$ cat src/hdl/slx_pkg.sv
// Shared types, character codes and token kinds for the script token lexer.
`timescale 1ns / 1ps

package slx_pkg;

    // Tokens caused by one character at most, and depth of the bundle queue
    localparam int unsigned NRES   = 3;
    localparam int unsigned QDEPTH = 4;

    // Width of the position counter unless the top level is told otherwise
    localparam int unsigned POS_BITS_DEFAULT = 16;

    // Characters with a role of their own
    localparam logic [7:0] CH_LF     = 8'h0A;
    localparam logic [7:0] CH_CR     = 8'h0D;
    localparam logic [7:0] CH_DQUOTE = 8'h22;
    localparam logic [7:0] CH_HASH   = 8'h23;
    localparam logic [7:0] CH_SQUOTE = 8'h27;
    localparam logic [7:0] CH_DOT    = 8'h2E;
    localparam logic [7:0] CH_COLON  = 8'h3A;
    localparam logic [7:0] CH_LT     = 8'h3C;
    localparam logic [7:0] CH_EQ     = 8'h3D;
    localparam logic [7:0] CH_GT     = 8'h3E;

    // Token kinds
    localparam logic [7:0] KIND_UNDEF = 8'd0;
    localparam logic [7:0] KIND_IDENT = 8'd128;
    localparam logic [7:0] KIND_LE    = 8'd129;
    localparam logic [7:0] KIND_GE    = 8'd130;
    localparam logic [7:0] KIND_EQ    = 8'd131;
    localparam logic [7:0] KIND_AND   = 8'd132;
    localparam logic [7:0] KIND_OR    = 8'd133;
    localparam logic [7:0] KIND_NOT   = 8'd134;
    localparam logic [7:0] KIND_OF    = 8'd135;
    localparam logic [7:0] KIND_IN    = 8'd136;
    localparam logic [7:0] KIND_NUM   = 8'd137;
    localparam logic [7:0] KIND_RANGE = 8'd138;
    localparam logic [7:0] KIND_STR   = 8'd139;
    localparam logic [7:0] KIND_END   = 8'd140;

    // Keyword spellings, first character in the low byte
    localparam logic [15:0] WORD_OR  = 16'h726F;   // "or"
    localparam logic [15:0] WORD_IN  = 16'h6E69;   // "in"
    localparam logic [15:0] WORD_OF  = 16'h666F;   // "of"
    localparam logic [23:0] WORD_AND = 24'h646E61; // "and"
    localparam logic [23:0] WORD_NOT = 24'h746F6E; // "not"

    typedef enum logic [2:0] {
        MODE_IDLE,
        MODE_COMMENT,
        MODE_WORD,
        MODE_NUMBER,
        MODE_STRING,
        MODE_SYMHELD
    } mode_t;

    typedef struct packed {
        logic [7:0] char_code;
        logic       last_char;
    } char_req_t;

    typedef struct packed {
        logic [7:0]  token_kind;
        logic [15:0] token_start;
        logic [15:0] token_length;
        logic [15:0] line_number;
    } tok_t;

    typedef struct packed {
        logic [7:0]  token_kind;
        logic [15:0] token_start;
        logic [15:0] token_length;
        logic [15:0] line_number;
        logic        last_of_run;
    } token_req_t;

    // All tokens caused by one character, count from 1 to NRES
    typedef struct packed {
        logic [1:0]           count;
        tok_t [NRES-1:0]      toks;
    } bundle_t;

    function automatic logic is_letter(input logic [7:0] c);
        return c inside {[8'h61:8'h7A], [8'h41:8'h5A], 8'h5F};
    endfunction

    function automatic logic is_numeral(input logic [7:0] c);
        return c inside {[8'h30:8'h39]};
    endfunction

    function automatic logic is_single_symbol(input logic [7:0] c);
        return c inside {8'h28, 8'h29, 8'h5B, 8'h5D, 8'h7B, 8'h7D, 8'h3C, 8'h3E,
                         8'h2A, 8'h2B, 8'h2D, 8'h2F, 8'h3D, 8'h3B, 8'h2C};
    endfunction

    // Keyword lookup from the word length and its first three characters
    function automatic logic [7:0] word_kind(input logic [15:0] len,
                                             input logic [23:0] prefix);
        logic [7:0] k;
        k = KIND_IDENT;
        if (len == 16'd2) begin
            if (prefix[15:0] == WORD_OR)
                k = KIND_OR;
            else if (prefix[15:0] == WORD_IN)
                k = KIND_IN;
            else if (prefix[15:0] == WORD_OF)
                k = KIND_OF;
        end
        else if (len == 16'd3) begin
            if (prefix == WORD_AND)
                k = KIND_AND;
            else if (prefix == WORD_NOT)
                k = KIND_NOT;
        end
        return k;
    endfunction

endpackage

$ cat src/hdl/slx_front.sv
// Front end: takes one character a cycle while the queue has room, runs the scan state, packs its tokens.
`timescale 1ns / 1ps

module slx_front
    import slx_pkg::*;
#(
    parameter int unsigned POS_BITS = POS_BITS_DEFAULT
)
(
    input  logic      clk,
    input  logic      rst_n,
    input  logic      char_valid,
    output logic      char_ready,
    input  char_req_t char_data,
    input  logic      push_space,
    output logic      push_valid,
    output bundle_t   push_bundle
);

    localparam logic [POS_BITS-1:0] POS_MAX = '1;

    mode_t               mode_reg, mode_next;
    logic [POS_BITS-1:0] begin_reg, begin_next;
    logic [POS_BITS-1:0] pos_reg, pos_next;
    logic [15:0]         line_reg, line_next;
    logic [23:0]         prefix_reg, prefix_next;
    logic                range_reg, range_next;
    logic [7:0]          quote_reg, quote_next;
    logic [7:0]          held_reg, held_next;
    logic                held_cr_reg, held_cr_next;

    logic                accept;
    logic [7:0]          c;
    logic [POS_BITS-1:0] pos_inc;
    logic [15:0]         line_mid;
    logic [15:0]         len_cur;
    logic [15:0]         len_flush;
    logic                do_start;
    tok_t                cand [4];
    logic [3:0]          cand_v;
    logic [1:0]          fill;

    // Span between two offsets, saturated to 16 bits
    function automatic logic [15:0] span(input logic [POS_BITS-1:0] a,
                                         input logic [POS_BITS-1:0] b);
        logic [POS_BITS-1:0] d;
        logic [31:0]         d32;
        d   = (b > a) ? b - a : '0;
        d32 = 32'(d);
        return (d32 > 32'h0000_FFFF) ? 16'hFFFF : d32[15:0];
    endfunction

    function automatic logic [15:0] low16(input logic [POS_BITS-1:0] p);
        logic [31:0] p32;
        p32 = 32'(p);
        return p32[15:0];
    endfunction

    function automatic logic [15:0] line_inc(input logic [15:0] l);
        return (l != 16'hFFFF) ? l + 16'd1 : l;
    endfunction

    assign accept     = char_valid && char_ready;
    assign char_ready = push_space;
    assign c          = char_data.char_code;
    assign pos_inc    = (pos_reg != POS_MAX) ? pos_reg + 1'b1 : pos_reg;
    assign len_cur    = span(begin_reg, pos_reg);

    // Scan state update and token candidates in emission order
    always_comb
    begin
        mode_next    = mode_reg;
        begin_next   = begin_reg;
        pos_next     = pos_reg;
        prefix_next  = prefix_reg;
        range_next   = range_reg;
        quote_next   = quote_reg;
        held_next    = held_reg;
        held_cr_next = held_cr_reg;
        line_mid     = line_reg;
        do_start     = 1'b0;
        len_flush    = '0;
        for (int i = 0; i < 4; i++)
        begin
            cand[i]   = '0;
            cand_v[i] = 1'b0;
        end
        cand[0].line_number = line_reg;
        cand[1].line_number = line_reg;

        // Mode of the open token decides what this character does
        case (mode_reg)
            MODE_COMMENT:
            begin
                if (c == CH_LF)
                begin
                    line_mid  = line_inc(line_reg);
                    mode_next = MODE_IDLE;
                end
            end
            MODE_WORD:
            begin
                if (is_letter(c) || is_numeral(c))
                begin
                    if (len_cur < 16'd3)
                    begin
                        case (len_cur[1:0])
                            2'd0:    prefix_next[7:0]   = prefix_reg[7:0] | c;
                            2'd1:    prefix_next[15:8]  = prefix_reg[15:8] | c;
                            default: prefix_next[23:16] = prefix_reg[23:16] | c;
                        endcase
                    end
                end
                else
                begin
                    cand_v[0]             = 1'b1;
                    cand[0].token_kind    = word_kind(len_cur, prefix_reg);
                    cand[0].token_start   = low16(begin_reg);
                    cand[0].token_length  = len_cur;
                    do_start              = 1'b1;
                end
            end
            MODE_NUMBER:
            begin
                if (c == CH_COLON)
                    range_next = 1'b1;
                else if (!is_numeral(c) && c != CH_DOT)
                begin
                    cand_v[0]            = 1'b1;
                    cand[0].token_kind   = range_reg ? KIND_RANGE : KIND_NUM;
                    cand[0].token_start  = low16(begin_reg);
                    cand[0].token_length = len_cur;
                    do_start             = 1'b1;
                end
            end
            MODE_STRING:
            begin
                held_cr_next = 1'b0;
                if (held_cr_reg && c == CH_LF)
                begin
                    // CR LF ends the string as an undefined token before the CR
                    cand_v[0]            = 1'b1;
                    cand[0].token_kind   = KIND_UNDEF;
                    cand[0].token_start  = low16(begin_reg);
                    cand[0].token_length = (len_cur != 16'd0) ? len_cur - 16'd1 : len_cur;
                    do_start             = 1'b1;
                end
                else if (c == quote_reg)
                begin
                    cand_v[0]            = 1'b1;
                    cand[0].token_kind   = KIND_STR;
                    cand[0].token_start  = low16(begin_reg);
                    cand[0].token_length = span(begin_reg, pos_inc);
                    mode_next            = MODE_IDLE;
                end
                else if (c == CH_CR)
                    held_cr_next = 1'b1;
            end
            MODE_SYMHELD:
            begin
                cand_v[0]           = 1'b1;
                cand[0].token_start = low16(begin_reg);
                if (c == CH_EQ)
                begin
                    cand[0].token_length = 16'd2;
                    if (held_reg == CH_LT)
                        cand[0].token_kind = KIND_LE;
                    else if (held_reg == CH_GT)
                        cand[0].token_kind = KIND_GE;
                    else
                        cand[0].token_kind = KIND_EQ;
                    mode_next = MODE_IDLE;
                end
                else
                begin
                    cand[0].token_kind   = held_reg;
                    cand[0].token_length = 16'd1;
                    do_start             = 1'b1;
                end
            end
            default:
                do_start = 1'b1;
        endcase

        // Scan the character from the idle mode
        if (do_start)
        begin
            mode_next = MODE_IDLE;
            if (c == CH_HASH)
                mode_next = MODE_COMMENT;
            else if (c == CH_LF)
                line_mid = line_inc(line_reg);
            else if (is_letter(c))
            begin
                mode_next   = MODE_WORD;
                begin_next  = pos_reg;
                prefix_next = {16'd0, c};
            end
            else if (is_numeral(c) || c == CH_COLON)
            begin
                mode_next  = MODE_NUMBER;
                begin_next = pos_reg;
                range_next = (c == CH_COLON);
            end
            else if (c == CH_SQUOTE || c == CH_DQUOTE)
            begin
                mode_next    = MODE_STRING;
                begin_next   = pos_reg;
                quote_next   = c;
                held_cr_next = 1'b0;
            end
            else if (c == CH_LT || c == CH_GT || c == CH_EQ)
            begin
                mode_next  = MODE_SYMHELD;
                begin_next = pos_reg;
                held_next  = c;
            end
            else if (is_single_symbol(c))
            begin
                cand_v[1]            = 1'b1;
                cand[1].token_kind   = c;
                cand[1].token_start  = low16(pos_reg);
                cand[1].token_length = 16'd1;
            end
        end

        // End of text: flush the open token, add the end token, restart
        if (char_data.last_char)
        begin
            len_flush            = span(begin_next, pos_inc);
            cand[2].token_start  = low16(begin_next);
            cand[2].token_length = len_flush;
            cand[2].line_number  = line_mid;
            case (mode_next)
                MODE_WORD:
                begin
                    cand_v[2]          = 1'b1;
                    cand[2].token_kind = word_kind(len_flush, prefix_next);
                end
                MODE_NUMBER:
                begin
                    cand_v[2]          = 1'b1;
                    cand[2].token_kind = range_next ? KIND_RANGE : KIND_NUM;
                end
                MODE_STRING:
                begin
                    cand_v[2]          = 1'b1;
                    cand[2].token_kind = KIND_UNDEF;
                end
                MODE_SYMHELD:
                begin
                    cand_v[2]            = 1'b1;
                    cand[2].token_kind   = held_next;
                    cand[2].token_length = 16'd1;
                end
                default:
                    cand_v[2] = 1'b0;
            endcase
            cand_v[3]           = 1'b1;
            cand[3].token_kind  = KIND_END;
            cand[3].line_number = line_mid;

            mode_next    = MODE_IDLE;
            begin_next   = '0;
            pos_next     = '0;
            prefix_next  = '0;
            range_next   = 1'b0;
            quote_next   = '0;
            held_next    = '0;
            held_cr_next = 1'b0;
            line_next    = 16'd1;
        end
        else
        begin
            pos_next  = pos_inc;
            line_next = line_mid;
        end
    end

    // Pack the candidates into consecutive slots
    always_comb
    begin
        push_bundle = '0;
        fill        = 2'd0;
        for (int i = 0; i < 4; i++)
        begin
            if (cand_v[i] && fill != 2'd3)
            begin
                push_bundle.toks[fill] = cand[i];
                fill = fill + 2'd1;
            end
        end
        push_bundle.count = fill;
    end

    assign push_valid = accept && (fill != 2'd0);

    // Hold the scan state between characters
    always_ff @(posedge clk or negedge rst_n)
    begin
        if (!rst_n)
        begin
            mode_reg    <= MODE_IDLE;
            begin_reg   <= '0;
            pos_reg     <= '0;
            line_reg    <= 16'd1;
            prefix_reg  <= '0;
            range_reg   <= 1'b0;
            quote_reg   <= '0;
            held_reg    <= '0;
            held_cr_reg <= 1'b0;
        end
        else if (accept)
        begin
            mode_reg    <= mode_next;
            begin_reg   <= begin_next;
            pos_reg     <= pos_next;
            line_reg    <= line_next;
            prefix_reg  <= prefix_next;
            range_reg   <= range_next;
            quote_reg   <= quote_next;
            held_reg    <= held_next;
            held_cr_reg <= held_cr_next;
        end
    end

`ifndef SYNTH
    a_last_restarts: assert property (@(posedge clk) disable iff (!rst_n)
        (accept && char_data.last_char) |=>
            (mode_reg == MODE_IDLE && pos_reg == '0 && line_reg == 16'd1))
        else $error("scan state not restarted after end of text");

    a_last_pushes_end: assert property (@(posedge clk) disable iff (!rst_n)
        (accept && char_data.last_char) |->
            (push_valid && push_bundle.toks[push_bundle.count - 2'd1].token_kind == KIND_END))
        else $error("end of text without end token");
`endif

endmodule

$ cat src/hdl/slx_queue.sv
// Short bundle queue between the scanning front end and the token back end.
`timescale 1ns / 1ps

module slx_queue
    import slx_pkg::*;
(
    input  logic    clk,
    input  logic    rst_n,
    input  logic    push_valid,
    input  bundle_t push_bundle,
    output logic    push_space,
    output logic    head_valid,
    output bundle_t head_bundle,
    input  logic    pop
);

    localparam int unsigned PTR_W = $clog2(QDEPTH);
    localparam int unsigned CNT_W = $clog2(QDEPTH + 1);

    bundle_t            slots_reg [QDEPTH];
    logic [PTR_W-1:0]   wr_ptr_reg, wr_ptr_next;
    logic [PTR_W-1:0]   rd_ptr_reg, rd_ptr_next;
    logic [CNT_W-1:0]   count_reg, count_next;

    assign push_space  = (count_reg != CNT_W'(QDEPTH));
    assign head_valid  = (count_reg != '0);
    assign head_bundle = slots_reg[rd_ptr_reg];

    // Advance pointers and occupancy
    always_comb
    begin
        wr_ptr_next = push_valid ? wr_ptr_reg + 1'b1 : wr_ptr_reg;
        rd_ptr_next = pop ? rd_ptr_reg + 1'b1 : rd_ptr_reg;
        count_next  = count_reg + CNT_W'(push_valid) - CNT_W'(pop);
    end

    always_ff @(posedge clk or negedge rst_n)
    begin
        if (!rst_n)
        begin
            wr_ptr_reg <= '0;
            rd_ptr_reg <= '0;
            count_reg  <= '0;
        end
        else
        begin
            wr_ptr_reg <= wr_ptr_next;
            rd_ptr_reg <= rd_ptr_next;
            count_reg  <= count_next;
        end
    end

    // Store the incoming bundle
    always_ff @(posedge clk)
    begin
        if (push_valid)
            slots_reg[wr_ptr_reg] <= push_bundle;
    end

`ifndef SYNTH
    a_no_overflow: assert property (@(posedge clk) disable iff (!rst_n)
        push_valid |-> push_space)
        else $error("push into full queue");

    a_no_underflow: assert property (@(posedge clk) disable iff (!rst_n)
        pop |-> head_valid)
        else $error("pop from empty queue");
`endif

endmodule

$ cat src/hdl/slx_back.sv
// Back end: unpacks queued bundles into one token request per cycle while token_ready is high.
`timescale 1ns / 1ps

module slx_back
    import slx_pkg::*;
(
    input  logic       clk,
    input  logic       rst_n,
    input  logic       head_valid,
    input  bundle_t    head_bundle,
    output logic       pop,
    output logic       token_valid,
    input  logic       token_ready,
    output token_req_t token_data
);

    logic [1:0] idx_reg, idx_next;
    logic       out_valid_reg, out_valid_next;
    token_req_t out_data_reg, out_data_next;
    logic       load;
    logic       run_end;
    tok_t       cur;

    assign cur     = head_bundle.toks[idx_reg];
    assign run_end = (idx_reg == head_bundle.count - 2'd1);
    assign load    = head_valid && (!out_valid_reg || token_ready);
    assign pop     = load && run_end;

    // Step through the bundle, refill the output register when it frees up
    always_comb
    begin
        idx_next       = idx_reg;
        out_valid_next = out_valid_reg;
        out_data_next  = out_data_reg;
        if (load)
        begin
            out_valid_next             = 1'b1;
            out_data_next.token_kind   = cur.token_kind;
            out_data_next.token_start  = cur.token_start;
            out_data_next.token_length = cur.token_length;
            out_data_next.line_number  = cur.line_number;
            out_data_next.last_of_run  = run_end;
            idx_next                   = run_end ? 2'd0 : idx_reg + 2'd1;
        end
        else if (token_ready)
            out_valid_next = 1'b0;
    end

    always_ff @(posedge clk or negedge rst_n)
    begin
        if (!rst_n)
        begin
            idx_reg       <= 2'd0;
            out_valid_reg <= 1'b0;
        end
        else
        begin
            idx_reg       <= idx_next;
            out_valid_reg <= out_valid_next;
        end
    end

    always_ff @(posedge clk)
    begin
        out_data_reg <= out_data_next;
    end

    assign token_valid = out_valid_reg;
    assign token_data  = out_data_reg;

`ifndef SYNTH
    a_idx_in_bundle: assert property (@(posedge clk) disable iff (!rst_n)
        head_valid |-> (head_bundle.count != 2'd0 && idx_reg < head_bundle.count))
        else $error("bundle index beyond token count");
`endif

endmodule

$ cat src/hdl/script_token_lexer.sv
// Script token lexer top level: front end, bundle queue and token back end.
// Path: a character's tokens pass the bundle queue, then the back end output register.
// Throughput: one character per cycle while the four-entry bundle queue has room.
// Output: one token per cycle from the back end register while token_ready is high;
// a character of k tokens holds it until all are out; the queue absorbs the difference.
// Reset: asynchronous, clears scan state (line count to one), queue and output.
`timescale 1ns / 1ps

module script_token_lexer
    import slx_pkg::*;
#(
    parameter int unsigned POS_BITS = POS_BITS_DEFAULT
)
(
    input  logic       clk,
    input  logic       rst_n,
    input  logic       char_valid,
    output logic       char_ready,
    input  char_req_t  char_data,
    output logic       token_valid,
    input  logic       token_ready,
    output token_req_t token_data
);

    logic    push_valid;
    logic    push_space;
    bundle_t push_bundle;
    logic    head_valid;
    bundle_t head_bundle;
    logic    pop;

    slx_front #(
        .POS_BITS (POS_BITS)
    ) u_front (
        .clk         (clk),
        .rst_n       (rst_n),
        .char_valid  (char_valid),
        .char_ready  (char_ready),
        .char_data   (char_data),
        .push_space  (push_space),
        .push_valid  (push_valid),
        .push_bundle (push_bundle)
    );

    slx_queue u_queue (
        .clk         (clk),
        .rst_n       (rst_n),
        .push_valid  (push_valid),
        .push_bundle (push_bundle),
        .push_space  (push_space),
        .head_valid  (head_valid),
        .head_bundle (head_bundle),
        .pop         (pop)
    );

    slx_back u_back (
        .clk         (clk),
        .rst_n       (rst_n),
        .head_valid  (head_valid),
        .head_bundle (head_bundle),
        .pop         (pop),
        .token_valid (token_valid),
        .token_ready (token_ready),
        .token_data  (token_data)
    );

endmodule
$ cat config.mk
export PLATFORM = sky130hd
export DESIGN_NAME = script_token_lexer
export DESIGN_NICKNAME = d
export VERILOG_FILES = /design/src/hdl/slx_pkg.sv /design/src/hdl/slx_front.sv /design/src/hdl/slx_queue.sv /design/src/hdl/slx_back.sv /design/src/hdl/script_token_lexer.sv
export SDC_FILE = /design/constraint.sdc
export NUM_CORES = 1
export LEC_CHECK = 0
export BUFFER_PORTS_ARGS = -buffer_cell sky130_fd_sc_hd__buf_4
export CORE_MARGIN = 4
export CORE_UTILIZATION = 31
export DETAILED_ROUTE_END_ITERATION = 7
export PLACE_DENSITY_LB_ADDON = 0.05
export SETUP_SLACK_MARGIN = 0.1
export SYNTH_ARGS = -nofsm -noshare
export SYNTH_HDL_FRONTEND = slang
export SYNTH_SLANG_ARGS = --single-unit
$ cat constraint.sdc
create_clock -name clk -period 21.7 [get_ports clk]
set_input_delay 5.425 -clock clk [delete_from_list [all_inputs] [get_ports clk]]
set_output_delay 5.425 -clock clk [all_outputs]
set_load 0.02 [all_outputs]
==> run summary, run 1 <==
status = complete, no violations
DRT iter0 DRCs = 2,153
DRT antenna net count = 0
DR vias/cell = 5.40
area growth from synthesis to layout = 14.1%
Root Buffer = clkbuf_16
Cell Rows = 130
PwrDens = 137 mW/mm^2
clock network latency to the later pin of the worst-skew pair = 0.69 ns
Synth Flop Type = edfxtp_1
core region area = 0.126 sq mm
initial core utilization = 31.4%
via count = 25.2k
wl on met1 = 55,300 um
largest family of logic cells by synthesized area = multiplexers
CP Data Required Time = 22.01 ns
clk sinks = 840
count of pins over their slew limit = 0
htree depth = 3
Simple-Gate Fraction of Synth Area = 9.55%
Worst EP arrival = 12.95 ns
post-synthesis mux area share = 11.9%
total CTS buffers = 98
Synth Area in XOR/XNOR = 1.43%
WL/cell = 26.7 um
clk slew on worst S/H paths = 0.06 ns
worst reg2reg path depth = 19
DR pass1 iterations = 6
measured slew at the worst slew-check pin = 1.19 ns
Top-Level Pins = 72
die width = 365 um
Post-DP HPWL = 82,600 um
Post-Place Setup Slack = 8.32 ns
clock buffer depth = 3
final setup violation count = 0
Die ar. = 0.133 sq mm
RSZ-0062 raised after global routing = no
commonest non-fill, non-tap cells in the layout = edfxtp_1 (737), nand2_1 (235), nor2_1 (221)
WL met3 = 6790 um
vias in the first global route = 25.6k
Crit Path Class = in2reg
commonest non-fill, non-tap cell in the layout = edfxtp_1
# hold bufs at CTS = 0
Hold Path Cell Cnt = 2
final hold vios = 0
Layout Nets = 3,027
Post-CTS Resized = 0
Syn Inst Count = 2,897
initial antenna violation count = 3
yosys warns = 0
grt total ovfl = 0
met2 routed WL = 59,300 um
# Post-CTS Setup Buffers = 0
CTS tree = built
Fmax = 79.1 MHz
Syn Area/Cell = 13.7 sq um
Post-Synth Adder-Cell Area = 2.32%
setup_tns = 0 ns
layout cells sized above 1 = 15.7%
Startpoint Class = input pin
Relative slew margins = 21.0%
Yosys reg bits = 840
Die Ht = 365 um
Largest register FFs = 680
Mapped Area = 0.0396 sq mm
CP max FO = 106
Seq/Total Area, Yosys = 62.4%
first-pass GRT wire length = 181,000 um
worst min path class = reg2reg
period utilization = 58.3%
CP endpoint kind = flop
LEAKAGE = 15.5 nW
PortBufs = 71
Routed WL = 125,000 um
Worst Skew = 0.0278 ns
max_cap viols = 0
GP Congestion = 0.871
pin count of the biggest net entering global routing = 125
EDFF count, synth = 737
min Tclk post-route = 12.64 ns
Netlist cell types = 101
asr flop ratio synth = 12.3%
fillers = 12.2k
DRC Markers = 0
post-synthesis compound-gate area fraction = 9.99%
top sig layer = met4
setup ws final = 9.06 ns
maximum VDD drop = 0.0910 mV
GRT Resource Usage Total = 18.7%
-- cell type report --
class                   count  area, sq um  area share [%]
clock buffers             130         2700            5.97
clock inverters            50          478            1.06
flip-flops and latches    840        24700            54.7
multi-input cells        1814        14000            31.0
inverters                  71          267           0.590
well taps                1650         2060            4.57
diodes                      1         2.50         0.00554
repair buffers            118          948            2.10
-- cell families after synthesis --
logic type      Yosys count
mux                     256
compound gates          633
buf+inv                 246
flops                   840
fa+ha+maj                71
simple gates            786
xor+xnor                 64
other cells               1
-- synthesized netlist by cell type, types with 6 or more instances --
cell	instances	area (sq um)
buf_1	24	90.1
a22oi_1	8	60.1
nand2_1	236	886
mux2i_1	78	781
and3_1	28	175
o211ai_1	11	82.6
xnor2_1	42	368
mux2_2	8	90.1
o21ai_1	17	85.1
a211oi_1	11	82.6
o22ai_1	61	382
dfrtp_1	102	2550
inv_1	69	259
nor2_1	222	833
or3_1	10	62.6
nor3_1	47	235
xor2_1	21	184
nand3_1	52	260
a22o_1	12	105
o21ai_0	197	986
clkbuf_1	133	499
and2_1	25	156
a221oi_1	6	52.6
mux4_2	170	3830
nand2b_1	37	231
nor4_1	20	125
a21oi_1	140	701
nor2b_1	29	181
o21bai_1	8	60.1
nand4_1	25	156
a31oi_1	16	100
o31ai_1	14	105
buf_2	13	65.1
o21a_1	26	195
edfxtp_1	737	22100
a21o_1	25	188
ha_1	67	838
-- stage by stage --
step	instance area [sq um]	utilization (%)	instances	power (mW)	hold WS (ns)
2_1_floorplan	39600	-	2900	3.76	0.463
3_3_place_gp	42000	33.3	4493	4.64	0.483
3_5_place_dp	42000	33.3	4493	4.64	0.491
4_1_cts	45200	35.8	4673	6.29	0.502
5_1_grt	45200	35.8	4673	6.53	0.531
6_report	45200	35.8	4674	6.18	0.503
-- critical path, stage by stage --
cell	delay, ns
buf_4	0.24
nor4bb_1	0.59
a31oi_1	0.18
o221ai_2	0.32
o31ai_1	0.19
or2_1	0.30
nor3_1	0.28
and4bb_2	0.56
inv_1	0.27
ha_1	0.41
or3b_1	0.51
nand2_1	0.22
inv_2	0.09
ha_1	0.18
nor2_1	0.56
nor3_1	0.12
a311oi_2	0.53
and2_4	0.45
buf_4	0.70
buf_12	0.54
-- path summary, 6_finish.rpt --
check,slack (ns),startpoint,end
max,9.06,char_data[4],u_queue.slots_reg[3][137]
min in group asynchronous,4.81,rst_n,u_front.prefix_reg[15]
max reg2reg,13.32,u_front.mode_reg[0],u_queue.slots_reg[3][137]
max in group asynchronous,15.39,rst_n,u_queue.wr_ptr_reg[1]
min reg2reg,0.50,u_front.prefix_reg[16],u_front.prefix_reg[16]
min,0.50,u_front.prefix_reg[16],u_front.prefix_reg[16]
-- where the power goes --
part | leakage (nW) | switching, mW | internal, mW
Combinational | 5.54 | 1.49 | 0.850
Sequential | 8.37 | 0.138 | 2.09
Clock | 1.54 | 0.660 | 0.965
Total | 15.5 | 2.28 | 3.90
-- metal layers --
metal / GRT usage [%] / vias up
li1: - / 11300
met1: 25.5 / 13000
met2: 30.4 / 713
met3: 3.16 / 167
met4: 5.89 / 0
met5: 0 / -
Note: power is estimated with default switching activity, not from simulation.
==> run 2, diff against run 1 <==
Clock period 21.7 ns to 13.2 ns, I/O delays scaled along.
==> run 2 against run 1 <==
Against the previous run: clock power increased by 67%; largest power group unchanged; largest cell class unchanged; sequential share of layout area decreased by 0.21 points; clock-buffer cell count shrank 12; utilization grew 0.13 points; routed wire length up 0.19%.
==> run summary, run 2 (synthesized netlist as in run 1, its figures left out) <==
status = complete, no violations
Die Ht = 365 um
Reg power frac = 36.2%
fillers = 12.2k
grt total ovfl = 0
ant diodes = 0
clk sinks = 840
measured slew at the worst slew-check pin = 1.33 ns
clock network latency to the later pin of the worst-skew pair = 0.68 ns
first-pass GRT wire length = 183,000 um
WL/cell = 26.7 um
# Post-CTS Setup Buffers = 0
CP endpoint kind = flop
clk slew on worst S/H paths = 0.06 ns
Post-DP HPWL = 83,900 um
crit-path max cell delay = 0.86 ns
Inst Count DP = 4,501
final setup violation count = 0
Fmax = 97.4 MHz
DR vias/cell = 5.45
Worst EP arrival = 10.56 ns
GP Congestion = 0.916
Core Util, Final = 35.9%
period utilization = 77.8%
Logic pwr share = 37.2%
Layout Cells excl Fill = 4,685
commonest non-fill, non-tap cell in the layout = edfxtp_1
GRT Resource Usage Total = 18.7%
Worst Skew = 0.0312 ns
pin count of the biggest net entering global routing = 83
max_cap viols = 0
WHS = 0.493 ns
DRC Markers = 0
PwrDens = 224 mW/mm^2
vias in the first global route = 26.0k
initial antenna violation count = 2
final hold vios = 0
commonest non-fill, non-tap cells in the layout = edfxtp_1 (737), nand2_1 (235), nor2_1 (221)
Cell Int Power = 6.43 mW
clock buffer depth = 3
clock group share of total power = 26.7%
initial core utilization = 31.4%
Startpoint Class = input pin
CP Data Required Time = 13.50 ns
Routed WL = 125,000 um
Cell Rows = 130
sw frac = 36.8%
PortBufs = 71
count of pins over their slew limit = 0
LEAKAGE = 15.5 nW
min Tclk post-route = 10.26 ns
via count = 25.5k
Max stage delay cell, worst path = and2_4
Die ar. = 0.133 sq mm
CP max FO = 62
# hold bufs at CTS = 0
Layout Nets = 3,036
DR pass1 iterations = 6
total CTS buffers = 99
area growth from synthesis to layout = 14.5%
htree depth = 3
Largest register FFs = 680
die width = 365 um
Crit Path Class = in2reg
maximum VDD drop = 0.102 mV
DRT antenna net count = 0
Relative slew margins = 10.7%
worst min path class = reg2reg
Root Buffer = clkbuf_16
sw power = 3.74 mW
core region area = 0.126 sq mm
setup_tns = 0 ns
DRT iter0 DRCs = 2,267
RSZ-0062 raised after global routing = no
CP Cell Sequence = buf_4 > nor4bb_2 > and2_1 > o221ai_2 > o31ai_1 > or2_1 > nor3_1 > and4bb_2 > inv_1 > ha_1 > or3b_1 > nand2_1 > inv_2 > ha_1 > nor2_1 > nor3_1 > a311oi_2 > and2_4 > buf_12
Top-Level Pins = 72
layout cells sized above 1 = 16.5%
CTS tree = built
Post-CTS Resized = 0
## run 2: cell types whose count changed in the layout (fill, tap and decap cells not counted), moves of 2 or more
cell        delta
buf_12         +3
buf_4          +5
bufinv_16      +2
clkbuf_1       -8
clkbuf_8       -3
clkinv_1       -4
clkinv_2      +11
clkinvlp_4     +5
## run 2: path summary, 6_finish.rpt
check	from	to	slack (ns)	cells past startpoint
max reg2reg	u_front.mode_reg[0]	u_queue.slots_reg[0][87]	5.05	18
max in group asynchronous	rst_n	u_back.idx_reg[1]	9.05	2
min	u_front.prefix_reg[16]	u_front.prefix_reg[16]	0.49	2
min in group asynchronous	rst_n	u_front.prefix_reg[8]	2.78	1
max	char_data[5]	u_queue.slots_reg[0][87]	2.94	19
min reg2reg	u_front.prefix_reg[16]	u_front.prefix_reg[16]	0.49	2
## run 2: metrics by stage
step | setup slack (ns) | total power [mW] | cell area (sq um)
floorplan | 1.35 | 6.17 | 39600
global placement | 2.02 | 7.58 | 42100
detailed placement | 1.83 | 7.58 | 42100
CTS | 2.55 | 10.3 | 45300
global route | 2.39 | 10.8 | 45300
finish | 2.94 | 10.2 | 45300
## run 2: final cells by class
class	instances	area [sq um]	share of cell area (%)
Inverter	71	267	0.588
Timing Repair Buffer	126	1050	2.31
Clock buffer	118	2600	5.73
Sequential cell	840	24700	54.5
Tap cell	1650	2060	4.55
Multi-Input combinational cell	1814	14000	30.9
Clock inverter	66	643	1.42
## run 2: power groups by stage
| stage | registers (mW) | logic [mW] | clock network [mW] |
|---|---|---|---|
| 2_1_floorplan | 3.74 | 2.43 | 0 |
| 6_report | 3.68 | 3.78 | 2.71 |
| 4_1_cts | 3.69 | 3.86 | 2.80 |
| 3_5_place_dp | 3.74 | 3.84 | 0 |
| 3_3_place_gp | 3.72 | 3.85 | 0 |
| 5_1_grt | 3.72 | 4.12 | 2.92 |
## run 2: layer usage
layer  global-route usage, %  up-vias  part of all wire [%]
met2                    30.4      794                    47
li1                        -    11300                     -
met5                       0        -                 0.010
met4                    5.58        2                   2.7
met1                    26.1    13200                    45
met3                    2.88      175                   5.2
## run 2: worst max-delay path, delay by kind of cell
family | cells | cell delay (ns)
fa+ha+maj | 2 | 0.43
compound gates | 3 | 1.42
buf+inv | 4 | 0.99
simple gates | 10 | 4.22
